## src/at_frc_pkg.sv

```systemverilog
package at_frc_pkg;

	localparam int LINE_MAX_DEF = 96;

	localparam int KIND_W    = 2;
	localparam int BYTE_W    = 8;
	localparam int TMO_W     = 16;
	localparam int OUTCOME_W = 3;
	localparam int LEN_W     = 8;
	localparam int CMP_W     = 4;

	localparam int OK_LEN    = 2;
	localparam int ERROR_LEN = 5;
	localparam int CME_LEN   = 10;

	localparam logic [BYTE_W-1:0] CHAR_LF  = 8'h0A;
	localparam logic [BYTE_W-1:0] CHAR_CR  = 8'h0D;
	localparam logic [BYTE_W-1:0] CHAR_NUL = 8'h00;

	typedef enum logic [KIND_W-1:0] {
		KIND_START = 2'd0,
		KIND_BYTE  = 2'd1,
		KIND_TICK  = 2'd2
	} kind_t;

	typedef enum logic [OUTCOME_W-1:0] {
		OUT_INFO    = 3'd0,
		OUT_OK      = 3'd1,
		OUT_ERROR   = 3'd2,
		OUT_CME     = 3'd3,
		OUT_TIMEOUT = 3'd4
	} outcome_t;

	typedef struct packed {
		logic             valid;
		outcome_t         outcome;
		logic [LEN_W-1:0] length;
		logic             finished;
	} result_t;

	function automatic logic [BYTE_W-1:0] ok_char(logic [CMP_W-1:0] p);
		logic [BYTE_W-1:0] c;
		case (p)
			4'd0:    c = "O";
			4'd1:    c = "K";
			default: c = CHAR_NUL;
		endcase
		return c;
	endfunction

	function automatic logic [BYTE_W-1:0] error_char(logic [CMP_W-1:0] p);
		logic [BYTE_W-1:0] c;
		case (p)
			4'd0:    c = "E";
			4'd1:    c = "R";
			4'd2:    c = "R";
			4'd3:    c = "O";
			4'd4:    c = "R";
			default: c = CHAR_NUL;
		endcase
		return c;
	endfunction

	function automatic logic [BYTE_W-1:0] cme_char(logic [CMP_W-1:0] p);
		logic [BYTE_W-1:0] c;
		case (p)
			4'd0:    c = "+";
			4'd1:    c = "C";
			4'd2:    c = "M";
			4'd3:    c = "E";
			4'd4:    c = " ";
			4'd5:    c = "E";
			4'd6:    c = "R";
			4'd7:    c = "R";
			4'd8:    c = "O";
			4'd9:    c = "R";
			default: c = CHAR_NUL;
		endcase
		return c;
	endfunction

endpackage

```

## src/at_frc_classify.sv

```systemverilog
module at_frc_classify #(
	parameter int LINE_MAX = at_frc_pkg::LINE_MAX_DEF
) (
	input  logic                              clk,
	input  logic                              arst_n,
	input  logic                              step,
	input  logic [at_frc_pkg::KIND_W-1:0]     kind,
	input  logic [at_frc_pkg::BYTE_W-1:0]     rx_byte,
	input  logic [at_frc_pkg::TMO_W-1:0]      wait_limit,
	output at_frc_pkg::result_t               res
);

	localparam int SLEN_W = $clog2(LINE_MAX);
	localparam logic [SLEN_W-1:0] STORE_MAX = SLEN_W'(LINE_MAX - 1);
	localparam int CW = at_frc_pkg::CMP_W;

	logic                             waiting_q, waiting_n;
	logic [at_frc_pkg::TMO_W-1:0]     elapsed_q, elapsed_n, elapsed_inc;
	logic [at_frc_pkg::TMO_W-1:0]     limit_q, limit_n;
	logic [SLEN_W-1:0]                stored_q, stored_n;
	logic [CW-1:0]                    cmp_q, cmp_n;
	logic                             zero_q, zero_n;
	logic                             ok_q, ok_n;
	logic                             err_q, err_n;
	logic                             cme_q, cme_n;
	at_frc_pkg::outcome_t             line_outcome;

	always_comb begin
		if (ok_q && cmp_q == CW'(at_frc_pkg::OK_LEN)) begin
			line_outcome = at_frc_pkg::OUT_OK;
		end else if (err_q && cmp_q == CW'(at_frc_pkg::ERROR_LEN)) begin
			line_outcome = at_frc_pkg::OUT_ERROR;
		end else if (cme_q && cmp_q >= CW'(at_frc_pkg::CME_LEN)) begin
			line_outcome = at_frc_pkg::OUT_CME;
		end else begin
			line_outcome = at_frc_pkg::OUT_INFO;
		end
	end

	assign elapsed_inc = (elapsed_q == '1) ? elapsed_q : elapsed_q + 1'b1;

	always_comb begin
		waiting_n = waiting_q;
		elapsed_n = elapsed_q;
		limit_n   = limit_q;
		stored_n  = stored_q;
		cmp_n     = cmp_q;
		zero_n    = zero_q;
		ok_n      = ok_q;
		err_n     = err_q;
		cme_n     = cme_q;
		res       = '{valid: 1'b0, outcome: at_frc_pkg::OUT_INFO, length: '0, finished: 1'b0};
		unique case (at_frc_pkg::kind_t'(kind))
			at_frc_pkg::KIND_START: begin
				waiting_n = (wait_limit != '0);
				elapsed_n = '0;
				limit_n   = wait_limit;
				stored_n  = '0;
				cmp_n     = '0;
				zero_n    = 1'b0;
				ok_n      = 1'b1;
				err_n     = 1'b1;
				cme_n     = 1'b1;
				if (wait_limit == '0) begin
					res = '{valid: 1'b1, outcome: at_frc_pkg::OUT_TIMEOUT, length: '0,
						finished: 1'b1};
				end
			end
			at_frc_pkg::KIND_TICK: begin
				if (waiting_q) begin
					elapsed_n = elapsed_inc;
					if (elapsed_inc >= limit_q) begin
						waiting_n = 1'b0;
						stored_n  = '0;
						cmp_n     = '0;
						zero_n    = 1'b0;
						ok_n      = 1'b1;
						err_n     = 1'b1;
						cme_n     = 1'b1;
						res = '{valid: 1'b1, outcome: at_frc_pkg::OUT_TIMEOUT, length: '0,
							finished: 1'b1};
					end
				end
			end
			at_frc_pkg::KIND_BYTE: begin
				if (waiting_q) begin
					if (rx_byte == at_frc_pkg::CHAR_CR) begin
						if (stored_q != '0) begin
							stored_n = '0;
							cmp_n    = '0;
							zero_n   = 1'b0;
							ok_n     = 1'b1;
							err_n    = 1'b1;
							cme_n    = 1'b1;
							if (line_outcome != at_frc_pkg::OUT_INFO) begin
								waiting_n = 1'b0;
							end
							res = '{valid: 1'b1, outcome: line_outcome,
								length: at_frc_pkg::LEN_W'(stored_q),
								finished: (line_outcome != at_frc_pkg::OUT_INFO)};
						end
					end else if (rx_byte != at_frc_pkg::CHAR_LF && stored_q < STORE_MAX) begin
						stored_n = stored_q + 1'b1;
						if (!zero_q) begin
							if (rx_byte == at_frc_pkg::CHAR_NUL) begin
								zero_n = 1'b1;
							end else begin
								ok_n  = ok_q && cmp_q < CW'(at_frc_pkg::OK_LEN)
									&& rx_byte == at_frc_pkg::ok_char(cmp_q);
								err_n = err_q && cmp_q < CW'(at_frc_pkg::ERROR_LEN)
									&& rx_byte == at_frc_pkg::error_char(cmp_q);
								if (cmp_q < CW'(at_frc_pkg::CME_LEN)) begin
									cme_n = cme_q && rx_byte == at_frc_pkg::cme_char(cmp_q);
								end
								cmp_n = (cmp_q == '1) ? cmp_q : cmp_q + 1'b1;
							end
						end
					end
				end
			end
			default: begin
			end
		endcase
	end

	always_ff @(posedge clk or negedge arst_n) begin
		if (!arst_n) begin
			waiting_q <= 1'b0;
			elapsed_q <= '0;
			limit_q   <= '0;
			stored_q  <= '0;
			cmp_q     <= '0;
			zero_q    <= 1'b0;
			ok_q      <= 1'b1;
			err_q     <= 1'b1;
			cme_q     <= 1'b1;
		end else if (step) begin
			waiting_q <= waiting_n;
			elapsed_q <= elapsed_n;
			limit_q   <= limit_n;
			stored_q  <= stored_n;
			cmp_q     <= cmp_n;
			zero_q    <= zero_n;
			ok_q      <= ok_n;
			err_q     <= err_n;
			cme_q     <= cme_n;
		end
	end

endmodule

```

## src/at_frc_out_reg.sv

```systemverilog
module at_frc_out_reg (
	input  logic                                clk,
	input  logic                                arst_n,
	input  logic                                load,
	input  at_frc_pkg::result_t                 res_in,
	output logic                                space,
	output logic                                m_tvalid,
	input  logic                                m_tready,
	output logic [at_frc_pkg::LEN_W-1:0]        m_tdata,  // [7:0] line_length
	output logic [at_frc_pkg::OUTCOME_W-1:0]    m_tuser,  // [2:0] outcome
	output logic                                m_tlast   // finished
);

	logic                              valid_q;
	at_frc_pkg::outcome_t              outcome_q;
	logic [at_frc_pkg::LEN_W-1:0]      length_q;
	logic                              finished_q;

	assign space = !valid_q || m_tready;

	always_ff @(posedge clk or negedge arst_n) begin
		if (!arst_n) begin
			valid_q <= 1'b0;
		end else if (load) begin
			valid_q <= 1'b1;
		end else if (m_tready) begin
			valid_q <= 1'b0;
		end
	end

	always_ff @(posedge clk) begin
		if (load) begin
			outcome_q  <= res_in.outcome;
			length_q   <= res_in.length;
			finished_q <= res_in.finished;
		end
	end

	assign m_tvalid = valid_q;
	assign m_tdata  = length_q;
	assign m_tuser  = outcome_q;
	assign m_tlast  = finished_q;

endmodule

```

## src/at_final_response_classifier_core.sv

```systemverilog
// AT final-response classifier.
// Slave channel: one transfer per event. s_tuser = kind (start, rx byte,
// 1 ms tick); s_tdata = rx_byte in [7:0], wait limit in ticks in [23:8].
// Master channel: at most one transfer per event. m_tuser = outcome
// (info, OK, ERROR, CME error, timeout); m_tdata = line length;
// m_tlast = the wait is over.
// A start arms the wait (a zero limit times out at once) and drops any
// partial line; bytes form lines that end on CR, LF is ignored; events
// arriving while not armed are dropped. A result passes through the input
// register, then the result register, before it is presented.
// Throughput: one transfer per cycle unless a result has to wait; matching
// is incremental per byte, so the per-item path is one compare and a small
// counter update. Reset clears the wait, the line state and both valid flags.
// A stalled master side holds its result; the input register still takes
// events that give no result, and stops only when a result has to wait.
module at_final_response_classifier_core #(
	parameter int LINE_MAX = at_frc_pkg::LINE_MAX_DEF
) (
	input  logic                                            clk,
	input  logic                                            arst_n,
	input  logic                                            s_tvalid,
	output logic                                            s_tready,
	input  logic [at_frc_pkg::BYTE_W+at_frc_pkg::TMO_W-1:0] s_tdata, // [7:0] rx_byte, [23:8] wait_limit
	input  logic [at_frc_pkg::KIND_W-1:0]                   s_tuser, // [1:0] kind
	output logic                                            m_tvalid,
	input  logic                                            m_tready,
	output logic [at_frc_pkg::LEN_W-1:0]                    m_tdata, // [7:0] line_length
	output logic [at_frc_pkg::OUTCOME_W-1:0]                m_tuser, // [2:0] outcome
	output logic                                            m_tlast  // finished
);

	logic                                 valid_s1;
	logic [at_frc_pkg::KIND_W-1:0]        kind_s1;
	logic [at_frc_pkg::BYTE_W-1:0]        byte_s1;
	logic [at_frc_pkg::TMO_W-1:0]         tmo_s1;
	at_frc_pkg::result_t                  res;
	logic                                 space;
	logic                                 go;

	assign go       = valid_s1 && (!res.valid || space);
	assign s_tready = !valid_s1 || go;

	always_ff @(posedge clk or negedge arst_n) begin
		if (!arst_n) begin
			valid_s1 <= 1'b0;
		end else if (s_tready) begin
			valid_s1 <= s_tvalid;
		end
	end

	always_ff @(posedge clk) begin
		if (s_tvalid && s_tready) begin
			kind_s1 <= s_tuser;
			byte_s1 <= s_tdata[at_frc_pkg::BYTE_W-1:0];
			tmo_s1  <= s_tdata[at_frc_pkg::BYTE_W +: at_frc_pkg::TMO_W];
		end
	end

	at_frc_classify #(
		.LINE_MAX(LINE_MAX)
	) u_classify (
		.clk       (clk),
		.arst_n    (arst_n),
		.step      (go),
		.kind      (kind_s1),
		.rx_byte   (byte_s1),
		.wait_limit(tmo_s1),
		.res       (res)
	);

	at_frc_out_reg u_out (
		.clk     (clk),
		.arst_n  (arst_n),
		.load    (go && res.valid),
		.res_in  (res),
		.space   (space),
		.m_tvalid(m_tvalid),
		.m_tready(m_tready),
		.m_tdata (m_tdata),
		.m_tuser (m_tuser),
		.m_tlast (m_tlast)
	);

endmodule

```

## config.mk

```make
export PLATFORM = sky130hd
export DESIGN_NAME = at_final_response_classifier_core
export DESIGN_NICKNAME = d
export VERILOG_FILES = /design/src/at_frc_pkg.sv /design/src/at_frc_classify.sv /design/src/at_frc_out_reg.sv /design/src/at_final_response_classifier_core.sv
export SDC_FILE = /design/constraint.sdc
export NUM_CORES = 1
export LEC_CHECK = 0
export BUFFER_PORTS_ARGS = -buffer_cell sky130_fd_sc_hd__clkbuf_2
export CORE_MARGIN = 4
export CORE_UTILIZATION = 67
export CTS_BUF_LIST = sky130_fd_sc_hd__clkbuf_8
export CTS_CLUSTER_DIAMETER = 120
export DETAILED_ROUTE_END_ITERATION = 10
export PLACE_DENSITY = 0.86
export SYNTH_ARGS = -nofsm -noshare
export SYNTH_HDL_FRONTEND = slang
export SYNTH_SLANG_ARGS = --single-unit
```

## constraint.sdc

```tcl
create_clock -name clk -period 7.19 [get_ports clk]
set_clock_uncertainty 0.1 [all_clocks]
set_input_delay 0.3595 -clock clk [delete_from_list [all_inputs] [get_ports clk]]
set_output_delay 0.3595 -clock clk [all_outputs]
set_load 0.02 [all_outputs]
```

==> metrics.log <==
INFO  metric worstHoldPathType = in -> async
INFO  metric cp.required = 7340 ps
INFO  metric detailroute.via_count = 3976
INFO  metric layout-drive-gt1-share = 0.179
INFO  metric critPathMaxFanout = 17
INFO  metric r2r_end = u_classify.zero_q
INFO  metric grt_setup_unrepaired = no
INFO  metric pin_count_of_the_biggest_net_entering_global_routing = 51
INFO  metric ys.warnings.count = 0
INFO  metric n_fill_cell = 522
INFO  metric firstDrtPassIters = 6
INFO  metric finalWorstPathRequiredPeriod = 5140 ps
INFO  metric synth_fp_nets = 557
INFO  metric count_of_flip_flops_with_a_built_in_enable_after_synthesis = 37
INFO  metric list_of_cells_traversed_by_the_critical_path = ha_1, and3_1, nand4_1, o21ai_0, or3_1, nand2b_1, nand2_1, ha_1, nand4_1, or4_4, o31ai_4, nor4b_1, a211oi_2, or2_1, mux2_4
INFO  metric rows = 31
INFO  metric effective_utilization_at_floorplan = 0.693
INFO  metric insertion_delay_of_the_later_clocked_pin_in_the_worst_skew_pair = 370 ps
INFO  metric place_congestion = 0.907
INFO  metric synth_area_leaders = sky130_fd_sc_hd__dfrtp_1 (23%), sky130_fd_sc_hd__edfxtp_1 (22%), sky130_fd_sc_hd__ha_1 (7.4%)
INFO  metric synth_ff_type = sky130_fd_sc_hd__dfrtp_1
INFO  metric syn_area = 0.00506 mm²
INFO  metric violations = hold timing
INFO  metric clkSlewWorstSetupHoldPaths = 100 ps
INFO  metric num_io_pins = 44
INFO  metric postSynthCellCount = 497
INFO  metric cts-root-to-sink-buffers = 2
INFO  metric synth_top_area_share = 0.233
INFO  metric drtIter0Drc = 370
INFO  metric cts_inserted_buffers = 9
INFO  metric crit_end_category = register
INFO  metric syn_area_per_cell = 10.2 µm²
INFO  metric h_tree_levels = 3
INFO  metric power_total = 0.00112 W
INFO  metric pwr_density = 204 mW/mm²
INFO  metric clock-root-buffer = sky130_fd_sc_hd__clkbuf_8
INFO  metric synth_top_cell_by_area = sky130_fd_sc_hd__dfrtp_1
INFO  metric grt_pass1_wl = 17.5 mm
INFO  metric timing.final.hold_violations = 9
INFO  metric worst_hold_slack = -12.1 ps
INFO  metric yosysUniqueCellTypes = 64
INFO  metric timing.critical_path.buf_inv = 0
INFO  metric placement.setup.worst_slack = 2130 ps
INFO  metric drc = 0
INFO  metric r2r_start = u_classify.elapsed_q[0]
INFO  metric timing_max_transition_violations_final = 0
INFO  metric grt_overflow = 0
INFO  metric die_area = 0.00900 mm²
INFO  metric layout_worst_path_cycle_share = 0.715
INFO  metric timing.critical_path.max_delay_family = simple AND/OR/NAND/NOR gates
INFO  metric port-buffer-count = 42
INFO  metric critPathKind = reg -> reg
INFO  metric antenna_cells = 0
INFO  metric netlist_top_cells_count = sky130_fd_sc_hd__dfrtp_1 (47), sky130_fd_sc_hd__nand2_1 (45), sky130_fd_sc_hd__edfxtp_1 (37), sky130_fd_sc_hd__inv_1 (35), sky130_fd_sc_hd__ha_1 (30)
INFO  metric p_leak = 2.39 nW
INFO  metric timing.reg2reg.worst_path_depth = 15
INFO  metric setup_viol_count_final = 0
INFO  metric grt_util_all_layers = 0.252
INFO  metric holdBufCountCts = 0
INFO  metric numClockSinks = 87
INFO  metric synth_seq_area_share = 0.468
INFO  metric number_of_nets_still_failing_antenna_checks_after_routing = 0
INFO  metric die_height = 94.9 µm
INFO  metric design.final.nets = 591
INFO  metric status = complete, but fails checks
INFO  metric timing_worst_slew_pin_value = 1040 ps
INFO  metric first_global_vias = 3666
INFO  metric critPathLaunchType = register
INFO  metric ys_ff_latch = 87
INFO  metric antenna_found_initial = 0
INFO  metric viasPerCell = 6.26
INFO  metric cts_tree = yes
INFO  metric crit_slowest_cell = sky130_fd_sc_hd__a211oi_2
INFO  metric ys_async_sr_fraction = 0.575
INFO  metric cts_post_setup_buffers_inserted = 0
INFO  metric postCtsResizedCells = 0
INFO  metric drv.max_cap_violation_count = 0
INFO  metric max-vdd-ir-drop = 0.000156 V
INFO  metric fmaxAchievable = 0.195 GHz
INFO  metric average_routed_wire_per_standard_cell = 16.9 µm
INFO  metric max-slew-margin-rel = 0.305
INFO  metric routed_wl = 10.7 mm
INFO  metric detailed_place_hpwl = 7.62 mm
INFO  metric area_growth_syn_to_layout = 8.81%
INFO  metric fin_ws = 2050 ps
INFO  metric die_width = 94.9 µm
INFO  metric timing.reg2reg.setup_slack = 2050 ps
INFO  metric fin_setup_tns = 0 ps
INFO  metric coreArea = 0.00729 mm²
INFO  metric slowest_delay = 780 ps
INFO  metric synthMostInstantiatedCell = sky130_fd_sc_hd__dfrtp_1
INFO  metric worst-endpoint-arrival = 5290 ps
## flip-flops by register name (all words and copies together) (netlist names), 2 cells and up
signal and flops:
byte_s1 8, kind_s1 2, tmo_s1 16, u_classify.cmp_q 4
u_classify.elapsed_q 16, u_classify.limit_q 16, u_classify.stored_q 7, u_out.m_tdata 7
u_out.m_tuser 3
## layer usage
layer / vias to the layer above / GRT usage / part of all wire
li1: 1894 / - / -
met1: 1833 / 0.359 / 0.45
met2: 212 / 0.391 / 0.45
met3: 37 / 0.0406 / 0.080
met4: 0 / 0.0901 / 0.024
met5: - / 0 / 0
## through the flow
stage,std cells,utilization,cell area [µm²],hold slack [ps]
after global routing,635,0.754,5500,37.4
after floorplan,497,-,5060,-36.1
after CTS,635,0.754,5500,19.1
after detailed placement,619,0.727,5300,396
final,635,0.754,5500,-12.1
after global placement,619,0.727,5300,388
## worst max-delay path by stage
stage | startpoint | to | slack, ps | cells after the start
after floorplan | u_classify.elapsed_q[4] | byte_s1[0] | 2760 | 14
after global placement | u_classify.elapsed_q[0] | u_classify.zero_q | 2330 | 15
after detailed placement | u_classify.elapsed_q[0] | u_classify.zero_q | 2130 | 15
after CTS | u_classify.elapsed_q[0] | u_classify.zero_q | 2130 | 15
after global routing | u_classify.elapsed_q[0] | u_classify.zero_q | 1670 | 15
final | u_classify.elapsed_q[0] | u_classify.zero_q | 2050 | 15
## worst register-to-register path: stages (launching register included)
cell and delay, ps:
sky130_fd_sc_hd__dfrtp_1 440, sky130_fd_sc_hd__ha_1 230, sky130_fd_sc_hd__and3_1 230, sky130_fd_sc_hd__nand4_1 190
sky130_fd_sc_hd__o21ai_0 480, sky130_fd_sc_hd__or3_1 220, sky130_fd_sc_hd__nand2b_1 140, sky130_fd_sc_hd__nand2_1 90
sky130_fd_sc_hd__ha_1 310, sky130_fd_sc_hd__nand4_1 120, sky130_fd_sc_hd__or4_4 560, sky130_fd_sc_hd__o31ai_4 250
sky130_fd_sc_hd__nor4b_1 110, sky130_fd_sc_hd__a211oi_2 780, sky130_fd_sc_hd__or2_1 460, sky130_fd_sc_hd__mux2_4 330
## report_power, final
part	internal (W)	switching (W)	leakage (nW)
clock network	0.000137	0.000201	0.0981
logic	0.0000803	0.000117	1.31
registers	0.000557	0.0000324	0.982
total	0.000774	0.000351	2.39
## cells in the final DEF (no fill, tap or decap), types with 12 or more instances in the layout
master,n
sky130_fd_sc_hd__edfxtp_1,37
sky130_fd_sc_hd__nor2_1,29
sky130_fd_sc_hd__dfrtp_1,47
sky130_fd_sc_hd__inv_1,35
sky130_fd_sc_hd__clkbuf_2,42
sky130_fd_sc_hd__nand3_1,13
sky130_fd_sc_hd__ha_1,30
sky130_fd_sc_hd__a21oi_1,27
sky130_fd_sc_hd__nand2_1,45
sky130_fd_sc_hd__o31ai_1,12
sky130_fd_sc_hd__o21ai_0,29
sky130_fd_sc_hd__mux2_2,21
sky130_fd_sc_hd__and3_1,14
## final cells by class
| cell class | count | area, µm² | share of cell area |
|---|---|---|---|
| repair buffers | 43 | 218 | 0.0396 |
| inverters | 35 | 131 | 0.0239 |
| well taps | 99 | 124 | 0.0225 |
| clock inverters | 7 | 75.1 | 0.0136 |
| flip-flops and latches | 87 | 2370 | 0.430 |
| multi-input cells | 355 | 2460 | 0.448 |
| clock buffers | 9 | 124 | 0.0225 |
## kinds of logic after synthesis
kind of cell | Yosys count | share of synthesized area
AND/OR/NAND/NOR | 165 | 0.171
multiplexers | 22 | 0.0497
AO/OA/AOI/OAI | 121 | 0.163
buffers and inverters | 55 | 0.0448
adder cells (fa/ha/maj) | 30 | 0.0742
XOR/XNOR | 16 | 0.0277
flip-flops | 87 | 0.468
other | 1 | 0.000742
No activity file was read; power rests on OpenSTA's default activity.
